$ cat config.mk
export PLATFORM = sky130hd
export DESIGN_NAME = wildcard_byte_pattern_scanner_flat
export DESIGN_NICKNAME = d
export VERILOG_FILES = /design/src/hw/rtl/wbps_pkg.sv /design/src/hw/rtl/wbps_in_if.sv /design/src/hw/rtl/wbps_out_if.sv /design/src/hw/rtl/wildcard_byte_pattern_scanner.sv /design/src/hw/rtl/wbps_ctrl.sv /design/src/hw/rtl/wbps_dp.sv /design/src/flat_wrapper.sv
export SDC_FILE = /design/constraint.sdc
export NUM_CORES = 2
export LEC_CHECK = 0
export BUFFER_PORTS_ARGS = -buffer_cell sky130_fd_sc_hd__buf_2
export CAP_MARGIN = 20
export CORE_ASPECT_RATIO = 1.4
export CORE_MARGIN = 3
export CORE_UTILIZATION = 57
export DETAILED_ROUTE_END_ITERATION = 10
export PLACE_DENSITY = 0.76
export REMOVE_ABC_BUFFERS = 1
export SYNTH_ARGS = -nofsm -noshare
export SYNTH_HDL_FRONTEND = slang
export SYNTH_HIERARCHICAL = 1
export SYNTH_SLANG_ARGS = --single-unit
$ cat constraint.sdc
create_clock -name i_clk -period 10.7 [get_ports i_clk]
set_input_delay 3.21 -clock i_clk [delete_from_list [all_inputs] [get_ports i_clk]]
set_output_delay 3.21 -clock i_clk [all_outputs]
set_load 0.03 [all_outputs]
$ cat src/hw/rtl/wbps_pkg.sv
`default_nettype none
// ----------------------------------------------------------------------------
// wbps_pkg
// Shared types and constants for the wildcard byte pattern scanner.
// ----------------------------------------------------------------------------
package wbps_pkg;

    localparam int ACTION_W = 2;
    localparam int BYTE_W   = 8;
    localparam int PIDX_W   = 6;
    localparam int PLEN_W   = 7;
    localparam int OFF_W    = 32;

    localparam int DEF_MAX_PATTERN = 64;
    localparam int DEF_OFFSET_BITS = 32;

    localparam logic [BYTE_W-1:0] WILDCARD_RESET = 8'hAB;
    localparam logic [OFF_W-1:0]  OFF32_MAX      = 32'hFFFF_FFFF;

    localparam logic [ACTION_W-1:0] ACT_LOAD = 2'd0;
    localparam logic [ACTION_W-1:0] ACT_SCAN = 2'd1;
    localparam logic [ACTION_W-1:0] ACT_DATA = 2'd2;

    typedef enum logic {
        S_IDLE,
        S_EVAL
    } t_state;

    typedef struct packed {
        logic load_pat;
        logic begin_scan;
        logic shift;
        logic advance;
        logic emit;
    } t_cmd;

    typedef struct packed {
        logic scan_active;
        logic has_result;
        logic out_free;
    } t_status;

endpackage
`default_nettype wire

$ cat src/hw/rtl/wbps_in_if.sv
`default_nettype none
// ----------------------------------------------------------------------------
// wbps_in_if
// Input channel: valid/ready handshake with the scan item payload.
// ----------------------------------------------------------------------------
interface wbps_in_if;
    logic                               valid;
    logic                               ready;
    logic [wbps_pkg::ACTION_W-1:0]      action;
    logic [wbps_pkg::BYTE_W-1:0]        byte_value;
    logic [wbps_pkg::PIDX_W-1:0]        pattern_index;
    logic [wbps_pkg::PLEN_W-1:0]        pattern_length;
    logic [wbps_pkg::OFF_W-1:0]         scan_start;
    logic [wbps_pkg::OFF_W-1:0]         scan_end;
    logic                               last_byte;

    modport source (
        output valid, action, byte_value, pattern_index, pattern_length,
               scan_start, scan_end, last_byte,
        input  ready
    );
    modport sink (
        input  valid, action, byte_value, pattern_index, pattern_length,
               scan_start, scan_end, last_byte,
        output ready
    );
endinterface
`default_nettype wire

$ cat src/hw/rtl/wbps_out_if.sv
`default_nettype none
// ----------------------------------------------------------------------------
// wbps_out_if
// Output channel: valid/ready handshake with the match result payload.
// ----------------------------------------------------------------------------
interface wbps_out_if;
    logic                          valid;
    logic                          ready;
    logic                          found;
    logic [wbps_pkg::OFF_W-1:0]    match_offset;

    modport source (
        output valid, found, match_offset,
        input  ready
    );
    modport sink (
        input  valid, found, match_offset,
        output ready
    );
endinterface
`default_nettype wire

$ cat src/hw/rtl/wildcard_byte_pattern_scanner.sv
`default_nettype none
// Load and begin-scan beats are accepted and applied in the idle state; a data
// beat is accepted, then its window is checked in the evaluate state, and its
// result is valid in the output register the cycle after the check. No new beat
// is accepted while a data beat is being checked; a result waiting on a full
// output register holds the check. Synchronous active-low reset clears control
// state, sets the wildcard to 0xAB; the pattern store is not reset.
// ----------------------------------------------------------------------------
// wildcard_byte_pattern_scanner
// Streams buffer bytes and reports the first window matching a wildcard pattern.
// ----------------------------------------------------------------------------
module wildcard_byte_pattern_scanner #(
    parameter int MAX_PATTERN = wbps_pkg::DEF_MAX_PATTERN,
    parameter int OFFSET_BITS = wbps_pkg::DEF_OFFSET_BITS
) (
    input  wire logic                        i_clk,
    input  wire logic                        i_rst_n,
    input  wire logic                        i_cfg_wr_en,
    input  wire logic [wbps_pkg::BYTE_W-1:0] i_cfg_wr_data,
    wbps_in_if.sink                          i_in,
    wbps_out_if.source                       o_out
);

    wbps_pkg::t_cmd    cmd;
    wbps_pkg::t_status status;
    logic              in_ready;

    wbps_ctrl u_ctrl (
        .i_clk       (i_clk),
        .i_rst_n     (i_rst_n),
        .i_in_valid  (i_in.valid),
        .i_in_action (i_in.action),
        .o_in_ready  (in_ready),
        .i_status    (status),
        .o_cmd       (cmd)
    );

    wbps_dp #(
        .MAX_PATTERN (MAX_PATTERN),
        .OFFSET_BITS (OFFSET_BITS)
    ) u_dp (
        .i_clk            (i_clk),
        .i_rst_n          (i_rst_n),
        .i_cmd            (cmd),
        .o_status         (status),
        .i_cfg_wr_en      (i_cfg_wr_en),
        .i_cfg_wr_data    (i_cfg_wr_data),
        .i_byte_value     (i_in.byte_value),
        .i_pattern_index  (i_in.pattern_index),
        .i_pattern_length (i_in.pattern_length),
        .i_scan_start     (i_in.scan_start),
        .i_scan_end       (i_in.scan_end),
        .i_last_byte      (i_in.last_byte),
        .i_out_ready      (o_out.ready),
        .o_out_valid      (o_out.valid),
        .o_found          (o_out.found),
        .o_match_offset   (o_out.match_offset)
    );

    assign i_in.ready = in_ready;

endmodule
`default_nettype wire

$ cat src/hw/rtl/wbps_ctrl.sv
`default_nettype none
// ----------------------------------------------------------------------------
// wbps_ctrl
// Sequencer: accepts a beat, then evaluates the window for data beats.
// ----------------------------------------------------------------------------
module wbps_ctrl (
    input  wire logic                          i_clk,
    input  wire logic                          i_rst_n,
    input  wire logic                          i_in_valid,
    input  wire logic [wbps_pkg::ACTION_W-1:0] i_in_action,
    output logic                               o_in_ready,
    input  wire wbps_pkg::t_status             i_status,
    output wbps_pkg::t_cmd                     o_cmd
);

    wbps_pkg::t_state r_state;
    wbps_pkg::t_state n_state;

    always_ff @(posedge i_clk) begin
        if (!i_rst_n) begin
            r_state <= wbps_pkg::S_IDLE;
        end else begin
            r_state <= n_state;
        end
    end

    always_comb begin
        n_state    = r_state;
        o_cmd      = '0;
        o_in_ready = 1'b0;
        unique case (r_state)
            wbps_pkg::S_IDLE: begin
                o_in_ready = 1'b1;
                if (i_in_valid) begin
                    o_cmd.load_pat   = (i_in_action == wbps_pkg::ACT_LOAD);
                    o_cmd.begin_scan = (i_in_action == wbps_pkg::ACT_SCAN);
                    if (i_in_action == wbps_pkg::ACT_DATA && i_status.scan_active) begin
                        o_cmd.shift = 1'b1;
                        n_state     = wbps_pkg::S_EVAL;
                    end
                end
            end
            wbps_pkg::S_EVAL: begin
                if (!i_status.has_result) begin
                    o_cmd.advance = 1'b1;
                    n_state       = wbps_pkg::S_IDLE;
                end else if (i_status.out_free) begin
                    o_cmd.advance = 1'b1;
                    o_cmd.emit    = 1'b1;
                    n_state       = wbps_pkg::S_IDLE;
                end
            end
            default: begin
                n_state = wbps_pkg::S_IDLE;
            end
        endcase
    end

endmodule
`default_nettype wire

$ cat src/hw/rtl/wbps_dp.sv
`default_nettype none
// ----------------------------------------------------------------------------
// wbps_dp
// Datapath: pattern and window cells, bound checks and result register.
// ----------------------------------------------------------------------------
module wbps_dp #(
    parameter int MAX_PATTERN = wbps_pkg::DEF_MAX_PATTERN,
    parameter int OFFSET_BITS = wbps_pkg::DEF_OFFSET_BITS
) (
    input  wire logic                          i_clk,
    input  wire logic                          i_rst_n,
    input  wire wbps_pkg::t_cmd                i_cmd,
    output wbps_pkg::t_status                  o_status,
    input  wire logic                          i_cfg_wr_en,
    input  wire logic [wbps_pkg::BYTE_W-1:0]   i_cfg_wr_data,
    input  wire logic [wbps_pkg::BYTE_W-1:0]   i_byte_value,
    input  wire logic [wbps_pkg::PIDX_W-1:0]   i_pattern_index,
    input  wire logic [wbps_pkg::PLEN_W-1:0]   i_pattern_length,
    input  wire logic [wbps_pkg::OFF_W-1:0]    i_scan_start,
    input  wire logic [wbps_pkg::OFF_W-1:0]    i_scan_end,
    input  wire logic                          i_last_byte,
    input  wire logic                          i_out_ready,
    output logic                               o_out_valid,
    output logic                               o_found,
    output logic [wbps_pkg::OFF_W-1:0]         o_match_offset
);

    localparam int CW  = ((OFFSET_BITS > wbps_pkg::OFF_W) ? OFFSET_BITS : wbps_pkg::OFF_W) + 1;
    localparam int LW  = $clog2(MAX_PATTERN + 1);
    localparam int PW  = $clog2(MAX_PATTERN);
    localparam int IW  = ((PW > wbps_pkg::PIDX_W) ? PW : wbps_pkg::PIDX_W) + 1;
    localparam int LCW = ((LW > wbps_pkg::PLEN_W) ? LW : wbps_pkg::PLEN_W) + 1;
    localparam logic [OFFSET_BITS-1:0] POS_MAX = '1;

    logic [wbps_pkg::BYTE_W-1:0] r_pat [MAX_PATTERN];
    logic [wbps_pkg::BYTE_W-1:0] r_win [MAX_PATTERN];
    logic [wbps_pkg::BYTE_W-1:0] n_win [MAX_PATTERN];
    logic [wbps_pkg::BYTE_W-1:0] r_wild;
    logic [MAX_PATTERN-1:0]      cell_ok;
    logic [OFFSET_BITS-1:0]      r_pos;
    logic [LW-1:0]               r_len;
    logic [LW-1:0]               n_len;
    logic [wbps_pkg::OFF_W-1:0]  r_start;
    logic [wbps_pkg::OFF_W-1:0]  r_end;
    logic                        r_active;
    logic                        r_last;
    logic                        r_out_valid;
    logic                        r_found;
    logic [wbps_pkg::OFF_W-1:0]  r_offset;

    logic [IW-1:0]  idx_ext;
    logic [LCW-1:0] len_ext;
    logic [CW-1:0]  pos_p1;
    logic [CW-1:0]  win_off;
    logic           win_ok;
    logic           hit;

    assign idx_ext = IW'(i_pattern_index);
    assign len_ext = LCW'(i_pattern_length);

    always_comb begin
        if (len_ext == '0) begin
            n_len = LW'(1);
        end else if (len_ext > LCW'(MAX_PATTERN)) begin
            n_len = LW'(MAX_PATTERN);
        end else begin
            n_len = len_ext[LW-1:0];
        end
    end

    // cell k holds the byte compared with pattern byte k; the newest byte
    // enters at cell len-1 and older bytes move toward cell 0
    always_comb begin
        for (int k = 0; k < MAX_PATTERN - 1; k++) begin
            n_win[k] = (LW'(k + 1) == r_len) ? i_byte_value : r_win[k+1];
        end
        n_win[MAX_PATTERN-1] = i_byte_value;
        for (int k = 0; k < MAX_PATTERN; k++) begin
            cell_ok[k] = (LW'(k) >= r_len) || (r_pat[k] == r_wild) || (r_pat[k] == r_win[k]);
        end
    end

    // window ending at the newest byte
    assign pos_p1  = CW'(r_pos) + CW'(1);
    assign win_off = pos_p1 - CW'(r_len);
    assign win_ok  = !r_last && (r_pos != POS_MAX) && (pos_p1 >= CW'(r_len))
                     && (win_off >= CW'(r_start))
                     && (win_off <= CW'(wbps_pkg::OFF32_MAX))
                     && ((r_end == '0) || (pos_p1 < CW'(r_end)));
    assign hit     = win_ok && (&cell_ok);

    assign o_status.scan_active = r_active;
    assign o_status.has_result  = hit || r_last;
    assign o_status.out_free    = !r_out_valid || i_out_ready;

    always_ff @(posedge i_clk) begin
        if (i_cmd.load_pat && (idx_ext < IW'(MAX_PATTERN))) begin
            r_pat[idx_ext[PW-1:0]] <= i_byte_value;
        end
    end

    always_ff @(posedge i_clk) begin
        if (i_cmd.emit) begin
            r_found  <= hit;
            r_offset <= hit ? win_off[wbps_pkg::OFF_W-1:0] : '0;
        end
    end

    always_ff @(posedge i_clk) begin
        if (!i_rst_n) begin
            r_wild      <= wbps_pkg::WILDCARD_RESET;
            for (int k = 0; k < MAX_PATTERN; k++) begin
                r_win[k] <= '0;
            end
            r_pos       <= '0;
            r_len       <= LW'(1);
            r_start     <= '0;
            r_end       <= '0;
            r_active    <= 1'b0;
            r_last      <= 1'b0;
            r_out_valid <= 1'b0;
        end else begin
            if (i_cfg_wr_en) begin
                r_wild <= i_cfg_wr_data;
            end
            if (i_cmd.begin_scan) begin
                r_len    <= n_len;
                r_start  <= i_scan_start;
                r_end    <= i_scan_end;
                r_pos    <= '0;
                for (int k = 0; k < MAX_PATTERN; k++) begin
                    r_win[k] <= '0;
                end
                r_active <= 1'b1;
            end
            if (i_cmd.shift) begin
                for (int k = 0; k < MAX_PATTERN; k++) begin
                    r_win[k] <= n_win[k];
                end
                r_last  <= i_last_byte;
            end
            if (i_cmd.advance && (r_pos != POS_MAX)) begin
                r_pos <= r_pos + OFFSET_BITS'(1);
            end
            if (i_cmd.emit) begin
                r_active    <= 1'b0;
                r_out_valid <= 1'b1;
            end else if (i_out_ready) begin
                r_out_valid <= 1'b0;
            end
        end
    end

    assign o_out_valid    = r_out_valid;
    assign o_found        = r_found;
    assign o_match_offset = r_offset;

endmodule
`default_nettype wire

$ cat src/flat_wrapper.sv
// flat-port wrapper written by rule: the top's interface ports become plain ports
module wildcard_byte_pattern_scanner_flat 
#(
    parameter int MAX_PATTERN = wbps_pkg::DEF_MAX_PATTERN,
    parameter int OFFSET_BITS = wbps_pkg::DEF_OFFSET_BITS
)
  (i_clk, i_rst_n, i_cfg_wr_en, i_cfg_wr_data, i_in_valid, i_in_action, i_in_byte_value, i_in_pattern_index, i_in_pattern_length, i_in_scan_start, i_in_scan_end, i_in_last_byte, i_in_ready, o_out_valid, o_out_found, o_out_match_offset, o_out_ready);
  wbps_in_if i_in_i ();
  wbps_out_if o_out_i ();
  input  wire logic i_clk;
  input  wire logic i_rst_n;
  input  wire logic i_cfg_wr_en;
  input  wire logic [wbps_pkg::BYTE_W-1:0] i_cfg_wr_data;
  input wire logic [$bits(i_in_i.valid)-1:0] i_in_valid;
  input wire logic [$bits(i_in_i.action)-1:0] i_in_action;
  input wire logic [$bits(i_in_i.byte_value)-1:0] i_in_byte_value;
  input wire logic [$bits(i_in_i.pattern_index)-1:0] i_in_pattern_index;
  input wire logic [$bits(i_in_i.pattern_length)-1:0] i_in_pattern_length;
  input wire logic [$bits(i_in_i.scan_start)-1:0] i_in_scan_start;
  input wire logic [$bits(i_in_i.scan_end)-1:0] i_in_scan_end;
  input wire logic [$bits(i_in_i.last_byte)-1:0] i_in_last_byte;
  output wire logic [$bits(i_in_i.ready)-1:0] i_in_ready;
  output wire logic [$bits(o_out_i.valid)-1:0] o_out_valid;
  output wire logic [$bits(o_out_i.found)-1:0] o_out_found;
  output wire logic [$bits(o_out_i.match_offset)-1:0] o_out_match_offset;
  input wire logic [$bits(o_out_i.ready)-1:0] o_out_ready;
  assign i_in_i.valid = i_in_valid;
  assign i_in_i.action = i_in_action;
  assign i_in_i.byte_value = i_in_byte_value;
  assign i_in_i.pattern_index = i_in_pattern_index;
  assign i_in_i.pattern_length = i_in_pattern_length;
  assign i_in_i.scan_start = i_in_scan_start;
  assign i_in_i.scan_end = i_in_scan_end;
  assign i_in_i.last_byte = i_in_last_byte;
  assign i_in_ready = i_in_i.ready;
  assign o_out_valid = o_out_i.valid;
  assign o_out_found = o_out_i.found;
  assign o_out_match_offset = o_out_i.match_offset;
  assign o_out_i.ready = o_out_ready;
  wildcard_byte_pattern_scanner #(.MAX_PATTERN(MAX_PATTERN), .OFFSET_BITS(OFFSET_BITS)) u_core (.i_clk(i_clk), .i_rst_n(i_rst_n), .i_cfg_wr_en(i_cfg_wr_en), .i_cfg_wr_data(i_cfg_wr_data), .i_in(i_in_i), .o_out(o_out_i));
endmodule
# Yosys cells after proc, flatten, opt, wreduce, memory -nomap -nowiden
# Memory sizes are Yosys's and may differ from the RTL's.
# Cells that the tools add are included.
dict set report op_classes {
  muxes 218
  n_eq_ne 194
  reduce_logical 149
  order_cmp 70
  add_sub_neg 3
  bitwise 130
}
# op n
set op_table {}
lappend op_table {{8-bit 2-to-1 mux} 191}
lappend op_table {{8-bit == test} 128}
lappend op_table {{6-bit by 7-bit == test with 1-bit output, first input constant} 32}
lappend op_table {{6-bit by 7-bit greater-or-equal comparator with 1-bit output, first input constant} 32}
lappend op_table {{1-bit logical OR} 131}
lappend op_table {{1-bit bitwise OR} 128}
lappend op_table {{5-bit by 7-bit == test with 1-bit output, first input constant} 16}
lappend op_table {{5-bit by 7-bit greater-or-equal comparator with 1-bit output, first input constant} 16}
lappend op_table {{32-bit 2-to-1 mux} 2}
lappend op_table {{64-bit AND reduction} 1}
lappend op_table {{4-bit by 7-bit == test with 1-bit output, first input constant} 8}
lappend op_table {{4-bit by 7-bit greater-or-equal comparator with 1-bit output, first input constant} 8}
lappend op_table {{32-bit by 1-bit adder with 33-bit output, second input constant} 1}
lappend op_table {{33-bit by 32-bit greater-or-equal comparator with 1-bit output} 1}
lappend op_table {{33-bit by 7-bit greater-or-equal comparator with 1-bit output} 1}
lappend op_table {{33-bit by 32-bit <= comparator with 1-bit output, second input constant} 1}
lappend op_table {{33-bit by 32-bit less-than comparator with 1-bit output} 1}
lappend op_table {{33-bit by 7-bit subtractor with 33-bit output} 1}
lappend op_table {{32-bit by 1-bit adder with 32-bit output, second input constant} 1}
lappend op_table {{32-bit logical NOT} 1}
lappend op_table {{32-bit != test, second input constant} 1}
lappend op_table {{3-bit by 7-bit == test with 1-bit output, first input constant} 4}
lappend op_table {{3-bit by 7-bit greater-or-equal comparator with 1-bit output, first input constant} 4}
lappend op_table {{1-bit 2-to-1 mux} 18}
lappend op_table {{19 further kinds} 36}
dict set report word_totals {
  ram_bits 1024
  ff_bits 148
  out_inout_bits 35
  elab_cells 777
  n_memories 2
}
# name words word_bits rd rd_ports_with_merged_regs write_ports line_no
set memory_table {}
lappend memory_table {u_core.u_dp.r_pat 64 8 64 0 1 wbps_dp.sv:35} ;# logic [wbps_pkg::BYTE_W-1:0] r_pat [MAX_PATTERN];
lappend memory_table {u_core.u_dp.r_win 64 8 64 0 64 wbps_dp.sv:36} ;# logic [wbps_pkg::BYTE_W-1:0] r_win [MAX_PATTERN];

# Logic depth before layout (Yosys ltp)
dict set report logic_depth {
  ltp_word 12
  ltp_mapped 33
  ltp_nobuf 28
}

# Cells and area by module
# The synthesis kept the hierarchy.
# mod cells_each instances area_each_um2 seq_area_each_um2
set by_module_without_submodules {}
lappend by_module_without_submodules {wbps_dp 5212 1 60588.1 33942.6}
lappend by_module_without_submodules {wbps_ctrl 13 1 106.4 20.0}

# Least setup slack after synthesis
# OpenSTA, ideal clock, no wires.
dict set report synth_path {
  path_kind {input port to flip-flop}
  from {in i_in_valid}
  to {mem u_core/u_dp/r_win[0][100] in the netlist's numbering, enable pin}
  path_slack_ps 547
  path_buffers 2
  t_arrival_ps 9534
  stages 6
  required_ps 10081
  cell_sequence {nand2b_4 > nor3b_1 > clkbuf_1 > buf_1 > nor2_1 > nand2_1}
}
# item line_no
set synth_rtl {}
lappend synth_rtl {{start: declaration} flat_wrapper.sv:14} ;# input wire logic [$bits(i_in_i.valid)-1:0] i_in_valid;
lappend synth_rtl {{end: declaration} wbps_dp.sv:36}

==> metrics.cfg <==
[setup_path]
cp.required_ps = 11390
cp_max_fo = 34
crit_type = reg2reg
timing.rr.start = u_core/u_dp/r_len[3]
cp-endpoint = u_core/u_dp/r_pos[7]
startpoint = u_core/u_dp/r_len[3]
r2r_cells = 26
r2r_end = u_core/u_dp/r_pos[7]
critPathArrivalTime_ps = 9010
startpoint_type = flip-flop
r2r_slack_ps = 2390
cp-end-kind = flip-flop

[route]
num_vias = 42600
first_pass_iters = 6
first_iter_violations = 4799
postRouteAntennaNets = 0
drt_wl_total_um = 180000
drc = 0
viasPerCell = 6.34
routedWlPerCell_um = 26.8

[power_and_ir_drop]
peakVddDrop_v = 0.000138
p_int_w = 0.00775
p_total_w = 0.0102
swShare = 0.238
clock_power_share = 0.409
seqPwrFrac = 0.513
power_density_mw_per_mm2 = 152
p_sw_w = 0.00242
p_leak_nw = 22.6
comb_power_share = 0.078

[cts]
htree_levels = 3
numClockSinks = 1172
root_buffer = clkbuf_16
cts_inserted_buffers = 111
clkTransAtPathRegs_ps = 70
clk-insertion-delay-late_ps = 750
ctsResizeCount = 0
cts_tree = built
cts_setup_buffers = 0
ctsHoldBuffers = 0
clockBufferDepth = 3

[yosys]
netlist_top_cells_count = edfxtp_1 (1049), xnor2_1 (639), nor2_1 (479)
synth_ff_type = edfxtp_1
synth_area_leader_cell = edfxtp_1
yosys.area.top_type_share = 0.519
ys_types = 77
syn_area_per_cell_sq_um = 11.6
synth_edf_count = 1049
ys_top_cells_by_area = edfxtp_1 (52%), xnor2_1 (9.2%), xor2_1 (6.4%)
synthArstFlopShare = 0
synth_area_sq_mm = 0.0607
synth_seq_area_share = 0.560
ys_ff_latch = 1172
ys_warn_count = 6
synth_cells = 5225
yosysMostFrequentCell = edfxtp_1

[die]
initial_core_util = 0.574
dieHeight_um = 392
die_w_um = 282
die_area_sq_mm = 0.110
fp-row-count = 141
io_pins = 136
core_area_sq_mm = 0.106

[cells_and_area]
drive_above_1_share = 0.0857
syn_to_final_growth_pct = 9.82
finish.net_count = 5420
final_area_sq_mm = 0.0667

[place]
gp_congestion = 0.976
port_buffers = 135
hpwl_um = 116000
place_area_sq_mm = 0.0628

[global_route]
grt_pass1_wl_um = 263000
grt_use_total = 0.321
grt_max_degree = 220
grt_pass1_vias = 42100
grt_antenna_before_repair = 15
grt-ovfl-total = 0

[sta]
min_period_ps = 8310
setup_viol = 0
tightest_slew_ps = 1190
relSlewSlack = 0.203
max_freq_ghz = 0.120
hold_viol = 0
fin_skew_ps = 35.7
fin_crit_sh = 0.777
slew_viol_final = 0
rsz0062_at_grt = false

[flow_run]
maxCapViolCount = 0

[status]
status = completed

[worst_hold_path]
hold_class = reg2reg

layer usage:
layer | track usage | vias up | part of all wire
met5 | 0 | - | 0.00034
met4 | 0.207 | 10 | 0.070
met3 | 0.0680 | 596 | 0.090
met2 | 0.547 | 2362 | 0.49
met1 | 0.367 | 20900 | 0.35
li1 | - | 18700 | -
power groups by stage:
stage | sequential (W) | combinational, W | clock (W)
after global routing | 0.00521 | 0.000841 | 0.00438
after CTS | 0.00521 | 0.000784 | 0.00418
after global placement | 0.00530 | 0.000764 | 0
after floorplan | 0.00532 | 0.000433 | 0
final | 0.00521 | 0.000795 | 0.00416
after detailed placement | 0.00530 | 0.000779 | 0
stage by stage:
stage	instances	setup WS, ps	utilization	setup TNS (ps)	hold WS [ps]
4_1_cts	6702	2560	0.630	0	511
3_3_place_gp	6491	2730	0.594	0	492
2_1_floorplan	4923	-6440	-	-3961140	472
6_report	6714	2390	0.631	0	511
3_5_place_dp	6493	2530	0.594	0	496
5_1_grt	6707	1900	0.631	0	539
worst max-delay path, stage by stage, from the launching register on:
cell,delay [ps]
dfxtp_1,970
clkinv_1,620
ha_1,490
a21boi_0,170
o21bai_1,380
or3b_1,550
nor3_1,450
nand2_1,120
xnor2_1,160
ha_1,320
nand4_1,190
a21o_1,220
a21boi_0,160
o21ai_0,90
a211oi_1,300
o21ai_0,130
nand2_1,140
nand4_1,120
buf_4,330
o31ai_2,240
nand2b_1,120
and2_2,290
and2_1,350
nor2_1,890
o21ai_0,220
o21ai_0,110
and2_1,130
sequential cells by signal, summed over array words and instances, names as in the netlist:
| register | flops |
|---|---|
| u_core/u_dp/o_found | 1 |
| u_core/u_dp/o_match_offset | 32 |
| u_core/u_dp/r_active | 1 |
| u_core/u_dp/r_pos | 32 |
| u_core/u_dp/r_last | 1 |
| u_core/u_dp/r_win | 512 |
| u_core/u_dp/r_start | 32 |
| u_core/u_dp/r_end | 32 |
| u_core/u_ctrl/r_state | 1 |
| u_core/u_dp/r_wild | 8 |
| u_core/u_dp/r_pat | 512 |
| u_core/u_dp/r_len | 7 |
| u_core/u_dp/o_out_valid | 1 |
cell families after synthesis:
family                   synth area share
AO/OA/AOI/OAI                      0.0458
XOR/XNOR                            0.157
adder cells (fa/ha/maj)            0.0145
buffers and inverters              0.0260
flip-flops                          0.560
multiplexers                       0.0643
AND/OR/NAND/NOR                     0.133
cell usage in the layout, fill, tap and decap left out, types with 94 or more instances in the layout:
cell	count
xor2_1	446
edfxtp_1	1049
nor2_1	473
a21oi_1	261
nor2b_1	94
inv_1	104
nand3_1	238
clkbuf_16	113
nor4_1	134
nand2_1	308
nand4_1	181
mux2i_1	390
dfxtp_1	115
xnor2_1	639
buf_2	126
worst min path at each step:
stage	from	to	depth (start not counted)
after floorplan	u_core/u_dp/r_active	u_core/u_dp/r_active	1
after detailed placement	u_core/u_dp/r_active	u_core/u_dp/r_active	1
after global placement	u_core/u_dp/r_win[0][6]	u_core/u_dp/r_win[0][6]	2
after global routing	u_core/u_dp/r_active	u_core/u_dp/r_active	1
after CTS	u_core/u_dp/r_active	u_core/u_dp/r_active	1
final	u_core/u_dp/r_win[0][4]	u_core/u_dp/r_win[0][4]	2
area by class of cell:
class,instances,area (sq um)
Inverter,108,405
Tap cell,1358,1700
Antenna cell,10,25.0
Clock inverter,81,940
Timing Repair Buffer,214,1430
Sequential cell,1172,34000
Fill cell,7933,39000
Multi-Input combinational cell,3643,25300
Clock buffer,128,2890
(Power assumes the default switching activity.)
